## src/pfczc_pkg.sv

```systemverilog
// ----------------------------------------------------------------------------
// pfczc_pkg
// Shared types and constants for the PFC zero-crossing sequencer.
// ----------------------------------------------------------------------------
package pfczc_pkg;

  localparam int COUNT_WIDTH         = 10;
  localparam int STABLE_NEEDED       = 4;
  localparam int ZERO_CURRENT_NEEDED = 4;
  localparam int LEVEL_WIDTH         = 15;
  localparam int SAMPLE_WIDTH        = 16;
  localparam int CFG_INDEX_WIDTH     = 4;

  typedef logic signed [SAMPLE_WIDTH-1:0] sample_t;
  typedef logic [LEVEL_WIDTH-1:0]         level_t;
  typedef logic [COUNT_WIDTH-1:0]         count_t;
  typedef logic [2:0]                     state_code_t;
  typedef logic [CFG_INDEX_WIDTH-1:0]     cfg_index_t;

  localparam state_code_t SEQ_HOLD    = 3'd0;
  localparam state_code_t SEQ_BLANK   = 3'd1;
  localparam state_code_t SEQ_PRELOAD = 3'd2;
  localparam state_code_t SEQ_RAMP    = 3'd3;
  localparam state_code_t SEQ_SYNC    = 3'd4;
  localparam state_code_t SEQ_RUN     = 3'd5;

  localparam cfg_index_t REG_ZERO_CURRENT_LEVEL = 4'd0;
  localparam cfg_index_t REG_EXIT_LEVEL         = 4'd1;
  localparam cfg_index_t REG_ENTER_LEVEL        = 4'd2;
  localparam cfg_index_t REG_MIN_RUN_VOUT       = 4'd3;
  localparam cfg_index_t REG_REVERSE_LEVEL      = 4'd4;
  localparam cfg_index_t REG_BLANK_TOTAL        = 4'd5;
  localparam cfg_index_t REG_RAMP_TOTAL         = 4'd6;
  localparam cfg_index_t REG_SYNC_TOTAL         = 4'd7;

endpackage

```

## src/pfczc_if.sv

```systemverilog
// ----------------------------------------------------------------------------
// pfczc channel interfaces
// Sample input, result output and configuration write channels.
// ----------------------------------------------------------------------------
interface pfczc_in_if;
  import pfczc_pkg::*;
  logic    valid;
  logic    ready;
  sample_t vin;
  sample_t il;
  level_t  vout;
  logic    pll_pol;
  logic    i_sign;
  logic    fault;

  modport source (output valid, vin, il, vout, pll_pol, i_sign, fault, input ready);
  modport sink (input valid, vin, il, vout, pll_pol, i_sign, fault, output ready);
endinterface

interface pfczc_out_if;
  import pfczc_pkg::*;
  logic        valid;
  logic        ready;
  state_code_t seq_state_out;
  logic        stage_disable;
  logic        preload_write;
  logic        main_enable;
  logic        slow_leg_set;
  logic        sync_enable;
  logic        pi_reset;
  count_t      ramp_step;
  logic        ramp_write;
  logic        run_request;
  logic        leg_polarity;

  modport source (output valid, seq_state_out, stage_disable, preload_write, main_enable,
                  slow_leg_set, sync_enable, pi_reset, ramp_step, ramp_write,
                  run_request, leg_polarity, input ready);
  modport sink (input valid, seq_state_out, stage_disable, preload_write, main_enable,
                slow_leg_set, sync_enable, pi_reset, ramp_step, ramp_write,
                run_request, leg_polarity, output ready);
endinterface

interface pfczc_cfg_if;
  import pfczc_pkg::*;
  logic       valid;
  logic       ready;
  cfg_index_t index;
  level_t     data;

  modport source (output valid, index, data, input ready);
  modport sink (input valid, index, data, output ready);
endinterface

```

## src/pfc_zero_cross_sequencer_core.sv

```systemverilog
// ----------------------------------------------------------------------------
// pfc_zero_cross_sequencer_core
// Totem-pole PFC zero-crossing sequencer, one request per converter sample.
// ----------------------------------------------------------------------------
// Each sample request on in_chan carries vin, il, vout, the PLL polarity, the
// current sign and the supervisor fault flag. The block steps its sequence
// (hold, blank, preload, ramp, sync, run) once per request and returns one
// result request on out_chan with the new state and one-step command pulses.
// Thresholds and step totals are written on cfg_chan, which is always ready;
// writes are expected only while no sample is in flight.
// A request is captured in an input register and its result is formed in one
// pass of compares and counter updates into the output register; one request
// is taken every cycle while the receiver does not stall.
// When the receiver stalls, the result holds in the output register and the
// input register still takes one more request before in_chan drops ready.
// Reset puts the sequence in hold, clears all counters and polarity targets,
// empties both registers and restores the default thresholds.
// ----------------------------------------------------------------------------
module pfc_zero_cross_sequencer_core (
  input  logic         clk,
  input  logic         rst_n,
  pfczc_in_if.sink     in_chan,
  pfczc_out_if.source  out_chan,
  pfczc_cfg_if.sink    cfg_chan
);
  import pfczc_pkg::*;

  typedef enum logic [2:0] {
    ST_HOLD    = SEQ_HOLD,
    ST_BLANK   = SEQ_BLANK,
    ST_PRELOAD = SEQ_PRELOAD,
    ST_RAMP    = SEQ_RAMP,
    ST_SYNC    = SEQ_SYNC,
    ST_RUN     = SEQ_RUN
  } state_t;

  localparam count_t STABLE_N = COUNT_WIDTH'(STABLE_NEEDED);
  localparam count_t ZC_N     = COUNT_WIDTH'(ZERO_CURRENT_NEEDED);

  function automatic logic [SAMPLE_WIDTH:0] mag(input sample_t v);
    logic signed [SAMPLE_WIDTH:0] w;
    w = {v[SAMPLE_WIDTH-1], v};
    return v[SAMPLE_WIDTH-1] ? (SAMPLE_WIDTH+1)'(-w) : (SAMPLE_WIDTH+1)'(w);
  endfunction

  level_t zc_level_r, exit_level_r, enter_level_r, min_vout_r, reverse_level_r;
  count_t blank_total_r, ramp_total_r, sync_total_r;

  logic    s1_valid_r;
  sample_t vin_r, il_r;
  level_t  vout_r;
  logic    pll_r, isign_r, fault_r;

  state_t state_r, state_nxt;
  logic   target_pol_r, target_pol_nxt, target_valid_r, target_valid_nxt;
  logic   hw_pol_r, hw_pol_nxt, hw_valid_r, hw_valid_nxt;
  count_t blank_cnt_r, blank_cnt_nxt, stable_cnt_r, stable_cnt_nxt;
  count_t zc_cnt_r, zc_cnt_nxt, ramp_cnt_r, ramp_cnt_nxt, sync_cnt_r, sync_cnt_nxt;

  logic        out_valid_r;
  state_code_t out_state_r;
  logic        dis_r, pre_r, men_r, slow_r, syn_r, pir_r, rwr_r, run_r, lpol_r;
  count_t      rstep_r;

  logic   dis, pre, men, slow, syn, pir, rwr, run, lpol;
  count_t rstep, ramp_inc, sync_inc;
  logic   to_blank, clear, broken, blank_ok, meas_pol;
  logic [SAMPLE_WIDTH:0]        mag_vin, mag_il;
  logic signed [SAMPLE_WIDTH:0] il_ext, ifb, rev_neg;
  logic   s1_adv;

  assign s1_adv        = s1_valid_r && (!out_valid_r || out_chan.ready);
  assign in_chan.ready = !s1_valid_r || !out_valid_r || out_chan.ready;
  assign cfg_chan.ready = 1'b1;

  assign mag_vin  = mag(vin_r);
  assign mag_il   = mag(il_r);
  assign meas_pol = vin_r[SAMPLE_WIDTH-1];
  assign il_ext   = {il_r[SAMPLE_WIDTH-1], il_r};
  assign ifb      = isign_r ? -il_ext : il_ext;
  assign rev_neg  = -$signed({2'b00, reverse_level_r});
  assign broken   = (mag_vin <= {2'b00, enter_level_r}) || !target_valid_r ||
                    (meas_pol != target_pol_r) || (pll_r != target_pol_r);
  assign ramp_inc = (ramp_cnt_r < ramp_total_r) ? ramp_cnt_r + 1'b1 : ramp_cnt_r;
  assign sync_inc = (sync_cnt_r < sync_total_r) ? sync_cnt_r + 1'b1 : sync_cnt_r;

  always_comb begin
    state_nxt        = state_r;
    target_pol_nxt   = target_pol_r;
    target_valid_nxt = target_valid_r;
    hw_pol_nxt       = hw_pol_r;
    hw_valid_nxt     = hw_valid_r;
    blank_cnt_nxt    = blank_cnt_r;
    stable_cnt_nxt   = stable_cnt_r;
    zc_cnt_nxt       = zc_cnt_r;
    ramp_cnt_nxt     = ramp_cnt_r;
    sync_cnt_nxt     = sync_cnt_r;
    {dis, pre, men, slow, syn, pir, rwr, run, lpol} = '0;
    rstep    = '0;
    to_blank = 1'b0;
    clear    = 1'b0;
    blank_ok = 1'b0;

    if (fault_r || (vout_r < min_vout_r)) begin
      if (state_r != ST_HOLD) begin
        clear     = 1'b1;
        state_nxt = ST_HOLD;
        dis       = 1'b1;
        pir       = 1'b1;
      end
    end else begin
      unique case (state_r)
        ST_HOLD: begin
          to_blank = 1'b1;
        end
        ST_BLANK: begin
          if (blank_cnt_r < blank_total_r) begin
            blank_cnt_nxt = blank_cnt_r + 1'b1;
          end
          if (mag_il <= {2'b00, zc_level_r}) begin
            if (zc_cnt_r < ZC_N) begin
              zc_cnt_nxt = zc_cnt_r + 1'b1;
            end
          end else begin
            zc_cnt_nxt = '0;
          end
          if ((mag_vin >= {2'b00, exit_level_r}) && (meas_pol == pll_r)) begin
            if (!target_valid_r || (target_pol_r != pll_r)) begin
              target_pol_nxt   = pll_r;
              target_valid_nxt = 1'b1;
              stable_cnt_nxt   = COUNT_WIDTH'(1);
            end else if (stable_cnt_r < STABLE_N) begin
              stable_cnt_nxt = stable_cnt_r + 1'b1;
            end
          end else begin
            target_pol_nxt   = 1'b0;
            target_valid_nxt = 1'b0;
            stable_cnt_nxt   = '0;
          end
          blank_ok = (blank_cnt_nxt >= blank_total_r) && (stable_cnt_nxt >= STABLE_N) &&
                     (zc_cnt_nxt >= ZC_N);
          if (blank_ok) begin
            ramp_cnt_nxt = '0;
            state_nxt    = ST_PRELOAD;
            pre          = 1'b1;
            lpol         = target_pol_nxt;
          end
        end
        ST_PRELOAD: begin
          if (broken) begin
            to_blank = 1'b1;
          end else begin
            men       = 1'b1;
            lpol      = target_pol_r;
            state_nxt = ST_RAMP;
          end
        end
        ST_RAMP: begin
          if (broken) begin
            to_blank = 1'b1;
          end else begin
            ramp_cnt_nxt = ramp_inc;
            rwr          = 1'b1;
            rstep        = ramp_inc;
            lpol         = target_pol_r;
            if (ramp_inc >= ramp_total_r) begin
              slow         = 1'b1;
              hw_pol_nxt   = target_pol_r;
              hw_valid_nxt = 1'b1;
              sync_cnt_nxt = '0;
              state_nxt    = ST_SYNC;
            end
          end
        end
        ST_SYNC: begin
          if (broken) begin
            to_blank = 1'b1;
          end else begin
            sync_cnt_nxt = sync_inc;
            if (sync_inc >= sync_total_r) begin
              syn       = 1'b1;
              pir       = 1'b1;
              lpol      = target_pol_r;
              state_nxt = ST_RUN;
            end
          end
        end
        default: begin
          if ((mag_vin <= {2'b00, enter_level_r}) || !hw_valid_r || (pll_r != hw_pol_r) ||
              (ifb < rev_neg)) begin
            to_blank = 1'b1;
          end else begin
            run  = 1'b1;
            lpol = pll_r;
          end
        end
      endcase
    end

    if (to_blank) begin
      clear     = 1'b1;
      state_nxt = ST_BLANK;
      dis       = 1'b1;
      pir       = 1'b1;
    end

    if (clear) begin
      target_pol_nxt   = 1'b0;
      target_valid_nxt = 1'b0;
      hw_pol_nxt       = 1'b0;
      hw_valid_nxt     = 1'b0;
      blank_cnt_nxt    = '0;
      stable_cnt_nxt   = '0;
      zc_cnt_nxt       = '0;
      ramp_cnt_nxt     = '0;
      sync_cnt_nxt     = '0;
    end
  end

  always_ff @(posedge clk) begin
    if (!rst_n) begin
      zc_level_r      <= LEVEL_WIDTH'(32);
      exit_level_r    <= LEVEL_WIDTH'(1280);
      enter_level_r   <= LEVEL_WIDTH'(640);
      min_vout_r      <= LEVEL_WIDTH'(12800);
      reverse_level_r <= LEVEL_WIDTH'(64);
      blank_total_r   <= COUNT_WIDTH'(200);
      ramp_total_r    <= COUNT_WIDTH'(64);
      sync_total_r    <= COUNT_WIDTH'(4);
      s1_valid_r      <= 1'b0;
      out_valid_r     <= 1'b0;
      state_r         <= ST_HOLD;
      target_pol_r    <= 1'b0;
      target_valid_r  <= 1'b0;
      hw_pol_r        <= 1'b0;
      hw_valid_r      <= 1'b0;
      blank_cnt_r     <= '0;
      stable_cnt_r    <= '0;
      zc_cnt_r        <= '0;
      ramp_cnt_r      <= '0;
      sync_cnt_r      <= '0;
    end else begin
      if (cfg_chan.valid && cfg_chan.ready) begin
        unique case (cfg_chan.index)
          REG_ZERO_CURRENT_LEVEL: zc_level_r      <= cfg_chan.data;
          REG_EXIT_LEVEL:         exit_level_r    <= cfg_chan.data;
          REG_ENTER_LEVEL:        enter_level_r   <= cfg_chan.data;
          REG_MIN_RUN_VOUT:       min_vout_r      <= cfg_chan.data;
          REG_REVERSE_LEVEL:      reverse_level_r <= cfg_chan.data;
          REG_BLANK_TOTAL:        blank_total_r   <= cfg_chan.data[COUNT_WIDTH-1:0];
          REG_RAMP_TOTAL:         ramp_total_r    <= cfg_chan.data[COUNT_WIDTH-1:0];
          REG_SYNC_TOTAL:         sync_total_r    <= cfg_chan.data[COUNT_WIDTH-1:0];
          default: ;
        endcase
      end

      if (in_chan.valid && in_chan.ready) begin
        s1_valid_r <= 1'b1;
      end else if (s1_adv) begin
        s1_valid_r <= 1'b0;
      end

      if (s1_adv) begin
        out_valid_r <= 1'b1;
      end else if (out_chan.ready) begin
        out_valid_r <= 1'b0;
      end

      if (s1_adv) begin
        state_r        <= state_nxt;
        target_pol_r   <= target_pol_nxt;
        target_valid_r <= target_valid_nxt;
        hw_pol_r       <= hw_pol_nxt;
        hw_valid_r     <= hw_valid_nxt;
        blank_cnt_r    <= blank_cnt_nxt;
        stable_cnt_r   <= stable_cnt_nxt;
        zc_cnt_r       <= zc_cnt_nxt;
        ramp_cnt_r     <= ramp_cnt_nxt;
        sync_cnt_r     <= sync_cnt_nxt;
      end
    end

    if (in_chan.valid && in_chan.ready) begin
      vin_r   <= in_chan.vin;
      il_r    <= in_chan.il;
      vout_r  <= in_chan.vout;
      pll_r   <= in_chan.pll_pol;
      isign_r <= in_chan.i_sign;
      fault_r <= in_chan.fault;
    end

    if (s1_adv) begin
      out_state_r <= state_code_t'(state_nxt);
      dis_r       <= dis;
      pre_r       <= pre;
      men_r       <= men;
      slow_r      <= slow;
      syn_r       <= syn;
      pir_r       <= pir;
      rstep_r     <= rstep;
      rwr_r       <= rwr;
      run_r       <= run;
      lpol_r      <= lpol;
    end
  end

  assign out_chan.valid         = out_valid_r;
  assign out_chan.seq_state_out = out_state_r;
  assign out_chan.stage_disable = dis_r;
  assign out_chan.preload_write = pre_r;
  assign out_chan.main_enable   = men_r;
  assign out_chan.slow_leg_set  = slow_r;
  assign out_chan.sync_enable   = syn_r;
  assign out_chan.pi_reset      = pir_r;
  assign out_chan.ramp_step     = rstep_r;
  assign out_chan.ramp_write    = rwr_r;
  assign out_chan.run_request   = run_r;
  assign out_chan.leg_polarity  = lpol_r;

endmodule

```

## src/flat_wrapper.sv

```systemverilog
// flat-port wrapper written by rule: the top's interface ports become plain ports
module pfc_zero_cross_sequencer_core_flat import pfczc_pkg::*;
  (clk, rst_n, in_chan_valid, in_chan_vin, in_chan_il, in_chan_vout, in_chan_pll_pol, in_chan_i_sign, in_chan_fault, in_chan_ready, out_chan_valid, out_chan_seq_state_out, out_chan_stage_disable, out_chan_preload_write, out_chan_main_enable, out_chan_slow_leg_set, out_chan_sync_enable, out_chan_pi_reset, out_chan_ramp_step, out_chan_ramp_write, out_chan_run_request, out_chan_leg_polarity, out_chan_ready, cfg_chan_valid, cfg_chan_index, cfg_chan_data, cfg_chan_ready);
  pfczc_in_if in_chan_i ();
  pfczc_out_if out_chan_i ();
  pfczc_cfg_if cfg_chan_i ();
  input  logic clk;
  input  logic rst_n;
  input wire logic [$bits(in_chan_i.valid)-1:0] in_chan_valid;
  input wire logic [$bits(in_chan_i.vin)-1:0] in_chan_vin;
  input wire logic [$bits(in_chan_i.il)-1:0] in_chan_il;
  input wire logic [$bits(in_chan_i.vout)-1:0] in_chan_vout;
  input wire logic [$bits(in_chan_i.pll_pol)-1:0] in_chan_pll_pol;
  input wire logic [$bits(in_chan_i.i_sign)-1:0] in_chan_i_sign;
  input wire logic [$bits(in_chan_i.fault)-1:0] in_chan_fault;
  output wire logic [$bits(in_chan_i.ready)-1:0] in_chan_ready;
  output wire logic [$bits(out_chan_i.valid)-1:0] out_chan_valid;
  output wire logic [$bits(out_chan_i.seq_state_out)-1:0] out_chan_seq_state_out;
  output wire logic [$bits(out_chan_i.stage_disable)-1:0] out_chan_stage_disable;
  output wire logic [$bits(out_chan_i.preload_write)-1:0] out_chan_preload_write;
  output wire logic [$bits(out_chan_i.main_enable)-1:0] out_chan_main_enable;
  output wire logic [$bits(out_chan_i.slow_leg_set)-1:0] out_chan_slow_leg_set;
  output wire logic [$bits(out_chan_i.sync_enable)-1:0] out_chan_sync_enable;
  output wire logic [$bits(out_chan_i.pi_reset)-1:0] out_chan_pi_reset;
  output wire logic [$bits(out_chan_i.ramp_step)-1:0] out_chan_ramp_step;
  output wire logic [$bits(out_chan_i.ramp_write)-1:0] out_chan_ramp_write;
  output wire logic [$bits(out_chan_i.run_request)-1:0] out_chan_run_request;
  output wire logic [$bits(out_chan_i.leg_polarity)-1:0] out_chan_leg_polarity;
  input wire logic [$bits(out_chan_i.ready)-1:0] out_chan_ready;
  input wire logic [$bits(cfg_chan_i.valid)-1:0] cfg_chan_valid;
  input wire logic [$bits(cfg_chan_i.index)-1:0] cfg_chan_index;
  input wire logic [$bits(cfg_chan_i.data)-1:0] cfg_chan_data;
  output wire logic [$bits(cfg_chan_i.ready)-1:0] cfg_chan_ready;
  assign in_chan_i.valid = in_chan_valid;
  assign in_chan_i.vin = in_chan_vin;
  assign in_chan_i.il = in_chan_il;
  assign in_chan_i.vout = in_chan_vout;
  assign in_chan_i.pll_pol = in_chan_pll_pol;
  assign in_chan_i.i_sign = in_chan_i_sign;
  assign in_chan_i.fault = in_chan_fault;
  assign in_chan_ready = in_chan_i.ready;
  assign out_chan_valid = out_chan_i.valid;
  assign out_chan_seq_state_out = out_chan_i.seq_state_out;
  assign out_chan_stage_disable = out_chan_i.stage_disable;
  assign out_chan_preload_write = out_chan_i.preload_write;
  assign out_chan_main_enable = out_chan_i.main_enable;
  assign out_chan_slow_leg_set = out_chan_i.slow_leg_set;
  assign out_chan_sync_enable = out_chan_i.sync_enable;
  assign out_chan_pi_reset = out_chan_i.pi_reset;
  assign out_chan_ramp_step = out_chan_i.ramp_step;
  assign out_chan_ramp_write = out_chan_i.ramp_write;
  assign out_chan_run_request = out_chan_i.run_request;
  assign out_chan_leg_polarity = out_chan_i.leg_polarity;
  assign out_chan_i.ready = out_chan_ready;
  assign cfg_chan_i.valid = cfg_chan_valid;
  assign cfg_chan_i.index = cfg_chan_index;
  assign cfg_chan_i.data = cfg_chan_data;
  assign cfg_chan_ready = cfg_chan_i.ready;
  pfc_zero_cross_sequencer_core u_core (.clk(clk), .rst_n(rst_n), .in_chan(in_chan_i), .out_chan(out_chan_i), .cfg_chan(cfg_chan_i));
endmodule
```

## config.mk

```make
export PLATFORM = sky130hd
export DESIGN_NAME = pfc_zero_cross_sequencer_core_flat
export DESIGN_NICKNAME = d
export VERILOG_FILES = /design/src/pfczc_pkg.sv /design/src/pfczc_if.sv /design/src/pfc_zero_cross_sequencer_core.sv /design/src/flat_wrapper.sv
export SDC_FILE = /design/constraint.sdc
export NUM_CORES = 1
export LEC_CHECK = 0
export ABC_AREA = 1
export BUFFER_PORTS_ARGS = -buffer_cell sky130_fd_sc_hd__clkbuf_2
export CAP_MARGIN = 20
export CORE_ASPECT_RATIO = 0.9
export CORE_MARGIN = 2
export CORE_UTILIZATION = 54
export DETAILED_ROUTE_END_ITERATION = 10
export GPL_TIMING_DRIVEN = 0
export PLACE_DENSITY = 0.7
export SLEW_MARGIN = 15
export SYNTH_ARGS = -nofsm -noshare
export SYNTH_HDL_FRONTEND = slang
export SYNTH_SLANG_ARGS = --single-unit
```

## constraint.sdc

```tcl
create_clock -name clk -period 9.6 [get_ports clk]
set_clock_uncertainty 0.1 [all_clocks]
set_input_delay 1.44 -clock clk [delete_from_list [all_inputs] [get_ports clk]]
set_output_delay 1.44 -clock clk [all_outputs]
set_load 0.03 [all_outputs]
```

; ---- Yosys cells after proc, flatten, opt, wreduce, memory -nomap -nowiden
; Index checks and enable logic that the tools add are counted.
[totals]
ff_bits = 236
[classes]
addsub = 8
magnitude_cmp = 15
eq_ne = 23
n_mux = 92
bitwise = 3
n_reduce_logical = 50
[op_table]
columns = cell, n
row1 = 10-bit two-way mux, 32
row2 = 17-bit two-way mux, 3
row3 = "10-bit by 1-bit adder with 10-bit output, second input constant", 5
row4 = 1-bit two-way mux, 43
row5 = 10-bit one-hot mux with 2 select lines, 2
row6 = 17-bit by 15-bit less-or-equal comparator with 1-bit output, 2
row7 = 16-bit negation with 17-bit output, 2
row8 = 10-bit >= comparator, 3
row9 = 10-bit < comparator, 3
row10 = 3-bit two-way mux, 9
row11 = "10-bit by 3-bit >= comparator with 1-bit output, second input constant", 2
row12 = "10-bit by 3-bit < comparator with 1-bit output, second input constant", 2
row13 = 17-bit by 15-bit >= comparator with 1-bit output, 1
row14 = 17-bit < comparator, 1
row15 = 15-bit negation with 17-bit output, 1
row16 = "4-bit by 3-bit equality test with 1-bit output, second input constant", 4
row17 = 2-bit AND reduction, 8
row18 = 15-bit < comparator, 1
row19 = 3-bit one-hot mux with 4 select lines, 1
row20 = 1-bit logical OR, 11
row21 = 5-bit AND reduction, 2
row22 = 2-bit nonzero test, 5
row23 = "3-bit by 2-bit != test with 1-bit output, second input constant", 3
row24 = 3-bit nonzero test, 3
row25 = other kinds (22), 42

; ---- Depth between registers and ports, before layout
[logic_depth]
word_depth = 14
ltp_mapped = 32
ltp_nobuf = 31

; ---- Worst setup path after synthesis
; Ideal clock, no wire load.
[synth_path]
path_kind = reg2reg
from = register u_core.il_r[0]
to = register u_core.zc_cnt_r[2]
arrival_time_ns = 4.042
t_required_ns = 9.372
slack_ns = 5.330
stages_incl_launch_ff = 31
path_cell_list = edfxtp_1 -> inv_1 -> ha_1 -> inv_1 -> or2_2 -> nor2_1 -> nand4_1 -> nor2_1 -> nand2_1 -> nor4_1 -> nand3b_1 -> nor3_1 -> ha_1 -> o21ai_0 -> ha_1 -> nand2_1 -> o21bai_1 -> nand2_1 -> a21oi_1 -> nand3_1 -> nand2_1 -> nand2_1 -> nand3_2 -> nand2_1 -> inv_2 -> nand2_1 -> nand2_1 -> buf_2 -> nor2_1 -> o21ai_0 -> nor2_1
[synth_via]
elab_chain_len = 10
elab_cells_between_ends = 19
cone_classes = add/sub (1) / order compare (2) / eq/ne (1) / mux (12) / reduce/logical (3)
[synth_rtl]
columns = element, line
row1 = start: declaration, pfc_zero_cross_sequencer_core.sv:50  ; sample_t vin_r, il_r;
row2 = start signal: assignment, pfc_zero_cross_sequencer_core.sv:285  ; il_r <= in_chan.il;
row3 = 16-bit negation with 17-bit output, pfc_zero_cross_sequencer_core.sv:80  ; assign ifb = isign_r ? -il_ext : il_ext;
row4 = 17-bit two-way mux (*), pfc_zero_cross_sequencer_core.sv:80
row5 = 17-bit < comparator (*), pfc_zero_cross_sequencer_core.sv:190  ; (ifb < rev_neg)) begin
row6 = 1-bit logical OR (*), pfc_zero_cross_sequencer_core.sv:189  ; if ((mag_vin <= {2'b00, enter_level_r}) || !hw_valid_r || (pll_r != hw_pol_r) ||
row7 = 1-bit two-way mux (*), pfc_zero_cross_sequencer_core.sv:189
row8 = 1-bit one-hot mux with 3 select lines (*), pfc_zero_cross_sequencer_core.sv:112  ; unique case (state_r)
row9 = 1-bit two-way mux (*), pfc_zero_cross_sequencer_core.sv:104  ; if (fault_r || (vout_r < min_vout_r)) begin
row10 = 1-bit two-way mux (*), pfc_zero_cross_sequencer_core.sv:200  ; if (to_blank) begin
row11 = named net u_core.clear, pfc_zero_cross_sequencer_core.sv:67  ; logic to_blank, clear, broken, blank_ok, meas_pol;
row12 = 2-bit by 1-bit != test with 1-bit output (no line) / 2-bit nonzero test (equally long branches), --
row13 = 3-bit AND reduction (no line), --
row14 = end signal: assignment, pfc_zero_cross_sequencer_core.sv:277  ; zc_cnt_r <= zc_cnt_nxt;
row15 = end: declaration, pfc_zero_cross_sequencer_core.sv:58  ; count_t zc_cnt_r, zc_cnt_nxt, ramp_cnt_r, ramp_cnt_nxt, sync_cnt_r, sync_cnt_nxt;
; The timed path passes the listed nets; every way through them passes the cells marked *. The select of a mux whose other input is x is not followed.
; A chain may end at the register's enable or synchronous reset.

; ---- Final worst setup path
[layout_path]
from = register u_core.il_r[0]
to = register u_core.zc_cnt_r[6]
; Same word-level chain as after synthesis.

==> flow_metrics.tcl <==
set metrics [dict create \
    outcome "completed" \
    drive_gt1_share_pct 9.33 \
    initial_utilization_pct 54.9 \
    multi_input_area_um2 7170 \
    grt_setup_unrepaired "no" \
    crit_path_end "u_core.zc_cnt_r[6]$_SDFFE_PN0P_" \
    final_util_pct 62.3 \
    dpl-instance-area_um2 14700 \
    grt_pass1_wl_mm 55.2 \
    yosys.area.top_type "dfxtp_1" \
    drtIter0Drc 834 \
    clk_pin_slew_ns 0.06 \
    slew_viol_final 0 \
    syn_inst 1796 \
    setup_viol 0 \
    fin_crit_ns 5.38 \
    path_class "reg -> reg" \
    r2r-end "u_core.zc_cnt_r[6]$_SDFFE_PN0P_" \
    globalRouteMet3Util_pct 3.68 \
    ys_warn_count 0 \
    rrSetupSlack_ns 4.22 \
    max_cap_violations 0 \
    cp-end-kind "register" \
    syn_area_um2 13800 \
    grt_util_met2_pct 42.8 \
    synth_common_cells "327 x nand2_1, 254 x inv_1, 202 x nor2_1" \
    holdWs_ns 0.326 \
    routedWlPerCell_um 15.0 \
    vias_per_cell 5.28 \
    synth_nets 2012 \
    dr.pass1.iters 6 \
    synth-seq-cells 236 \
    seq_area_um2 5450 \
    power_density_nw_per_um2 162 \
    antenna_found_initial 2 \
    slowest_delay_ns 0.39 \
    ir_drop_uv 160 \
    synth_top_cell_area_share_pct 23.8 \
    post-cts-setup-buffers 0 \
    use_met1_pct 33.4 \
    ctsResizeCount 0 \
    post_synth_num_cell_types 48 \
    io_pins 99 \
    routed_wl_mm 34.2 \
    synth_ff_type "dfxtp_1" \
    hpwlAfterDp_mm 25.9 \
    async_flop_share_pct 0 \
    critPathSlowestCell "edfxtp_1" \
    tightest_slew_ns 0.799 \
    synth_seq_area_share_pct 39.5 \
    cts_tree "yes" \
    worstHoldStart "u_core.stable_cnt_r[5]$_SDFFE_PN0P_" \
    clock_sinks 236 \
    clk_latency_ns 0.55 \
    slew_headroom_pct 46.7 \
    core_area_um2 25100 \
    nNetsFinal 2138 \
    synth.most_common_cell "nand2_1" \
    critPathLaunchType "register" \
    portBuffers 96 \
    overflow 0 \
    worstSetupStartpoint "u_core.il_r[0]$_DFFE_PP_" \
    dieArea_um2 26900 \
    track_usage_pct 25.1 \
    rr_startpoint "u_core.il_r[0]$_DFFE_PP_" \
    die_w_um 173 \
    via_count 12100 \
    place_congestion 0.857 \
    postRouteAntennaNets 0 \
    top_usage_layer "met2" \
    fin_tns_setup_ns 0 \
    postCtsHoldBufs 0 \
    worstRegToRegCells 30 \
    area_growth_pct 13.4 \
    worstPathArrival_ns 5.69 \
    min-delay-path-class "reg -> reg" \
    syn_area_per_cell_um2 7.68 \
    p_leak_uw 0.00713 \
    cts_buffers 27 \
    post-route-period-util_pct 56.0 \
    grt_pass1_vias 11300 \
    synth_edf_count 72 \
    max_freq_mhz 186 \
    design_area_um2 15700 \
    cts_root_buffer "clkbuf_16" \
    grt_start_max_net_pins 32 \
    timing_hold_violations_final 0 \
    worstPathMaxFanout 10 \
    die_h_um 156 \
    fillers 2254 \
    num_rows 55 \
    htreeDepth 1 \
    clk_path_buf_depth 3 \
    worstPathRequired_ns 9.91 \
    ys_top_cells_by_area "dfxtp_1 24%, edfxtp_1 16%, ha_1 13%" \
    drc 0 \
    cpMostUsedCell "nand2_1" \
]
per-layer routing:
layer | part of all wire, % | vias up
met1 | 46 | 5460
met4 | 2.5 | 0
met3 | 6.3 | 63
met5 | 0 | -
met2 | 45 | 349
li1 | - | 6184
stage by stage:
step	worst slack, ns	std cells	power, µW
final	4.22	2285	2540
after global routing	3.67	2285	2660
after CTS	4.26	2283	2550
after detailed placement	4.26	2235	1520
after global placement	4.30	2234	1510
after floorplan	5.33	1796	1400
cell usage in the layout (no fill, tap or decap), types with 9 or more instances in the layout:
| cell type | n |
|---|---|
| xnor2_1 | 14 |
| clkbuf_8 | 10 |
| edfxtp_1 | 72 |
| clkbuf_2 | 97 |
| ha_1 | 142 |
| nor3_1 | 23 |
| xor2_1 | 45 |
| inv_1 | 254 |
| clkbuf_1 | 44 |
| nand2_1 | 327 |
| nor2_4 | 9 |
| dfxtp_1 | 164 |
| o21ai_0 | 164 |
| a21oi_1 | 171 |
| nand3_1 | 51 |
| o211ai_1 | 15 |
| nand4_1 | 31 |
| clkbuf_16 | 29 |
| nor2_1 | 201 |
registers in the layout, summed over array words and instances (netlist names), 3 cells and up:
name / count
u_core.out_chan.ramp_step: 10
u_core.min_vout_r: 15
u_core.zc_cnt_r: 10
u_core.blank_cnt_r: 10
u_core.sync_cnt_r: 10
u_core.out_chan.seq_state_out: 3
u_core.il_r: 16
u_core.ramp_cnt_r: 10
u_core.zc_level_r: 15
u_core.state_r: 3
u_core.vin_r: 16
u_core.stable_cnt_r: 10
u_core.ramp_total_r: 10
u_core.vout_r: 15
u_core.reverse_level_r: 15
u_core.blank_total_r: 10
u_core.enter_level_r: 15
u_core.exit_level_r: 15
u_core.sync_total_r: 10
final cells by class:
cell class / instances / share of cell area, %
multi-input cells: 1250 / 45.8
flip-flops and latches: 236 / 34.8
clock inverters: 3 / 0.136
diodes: 2 / 0.0320
inverters: 256 / 6.14
repair buffers: 97 / 3.20
well taps: 342 / 2.73
plain buffers: 54 / 1.49
clock buffers: 45 / 5.66
power by group:
part | internal [µW] | total, µW | switching [µW]
Clock | 624 | 1040 | 412
Sequential | 1070 | 1090 | 26.4
Combinational | 140 | 410 | 270
how the worst min path moves through the flow:
stage | end | depth (start not counted)
after global placement | u_core.stable_cnt_r[5]$_SDFFE_PN0P_ | 2
final | u_core.stable_cnt_r[5]$_SDFFE_PN0P_ | 2
after detailed placement | u_core.stable_cnt_r[5]$_SDFFE_PN0P_ | 2
after floorplan | u_core.stable_cnt_r[5]$_SDFFE_PN0P_ | 2
after CTS | u_core.stable_cnt_r[5]$_SDFFE_PN0P_ | 2
after global routing | u_core.stable_cnt_r[5]$_SDFFE_PN0P_ | 2
worst max-delay path, delay by kind of cell (launching register included):
family,cells,cell delay (ns)
AO/OA/AOI/OAI,4,0.69
buffers and inverters,4,0.61
AND/OR/NAND/NOR,19,2.69
flip-flops,1,0.39
adder cells (fa/ha/maj),3,0.74
cells by family (layout without fill, tap and decap cells):
group	count (synthesis)	after routing	share of synthesized area, %
and+or+nand+nor	668	668	20.5
AOI/OAI and AO/OA	378	378	14.6
buffers and inverters	310	455	8.64
DFF	236	236	39.5
adders and majority gates	142	142	12.9
xor gates and xnor gates	59	59	3.74
muxes	2	2	0.154
other	1	3	0.0272
(Power assumes the default switching activity.)
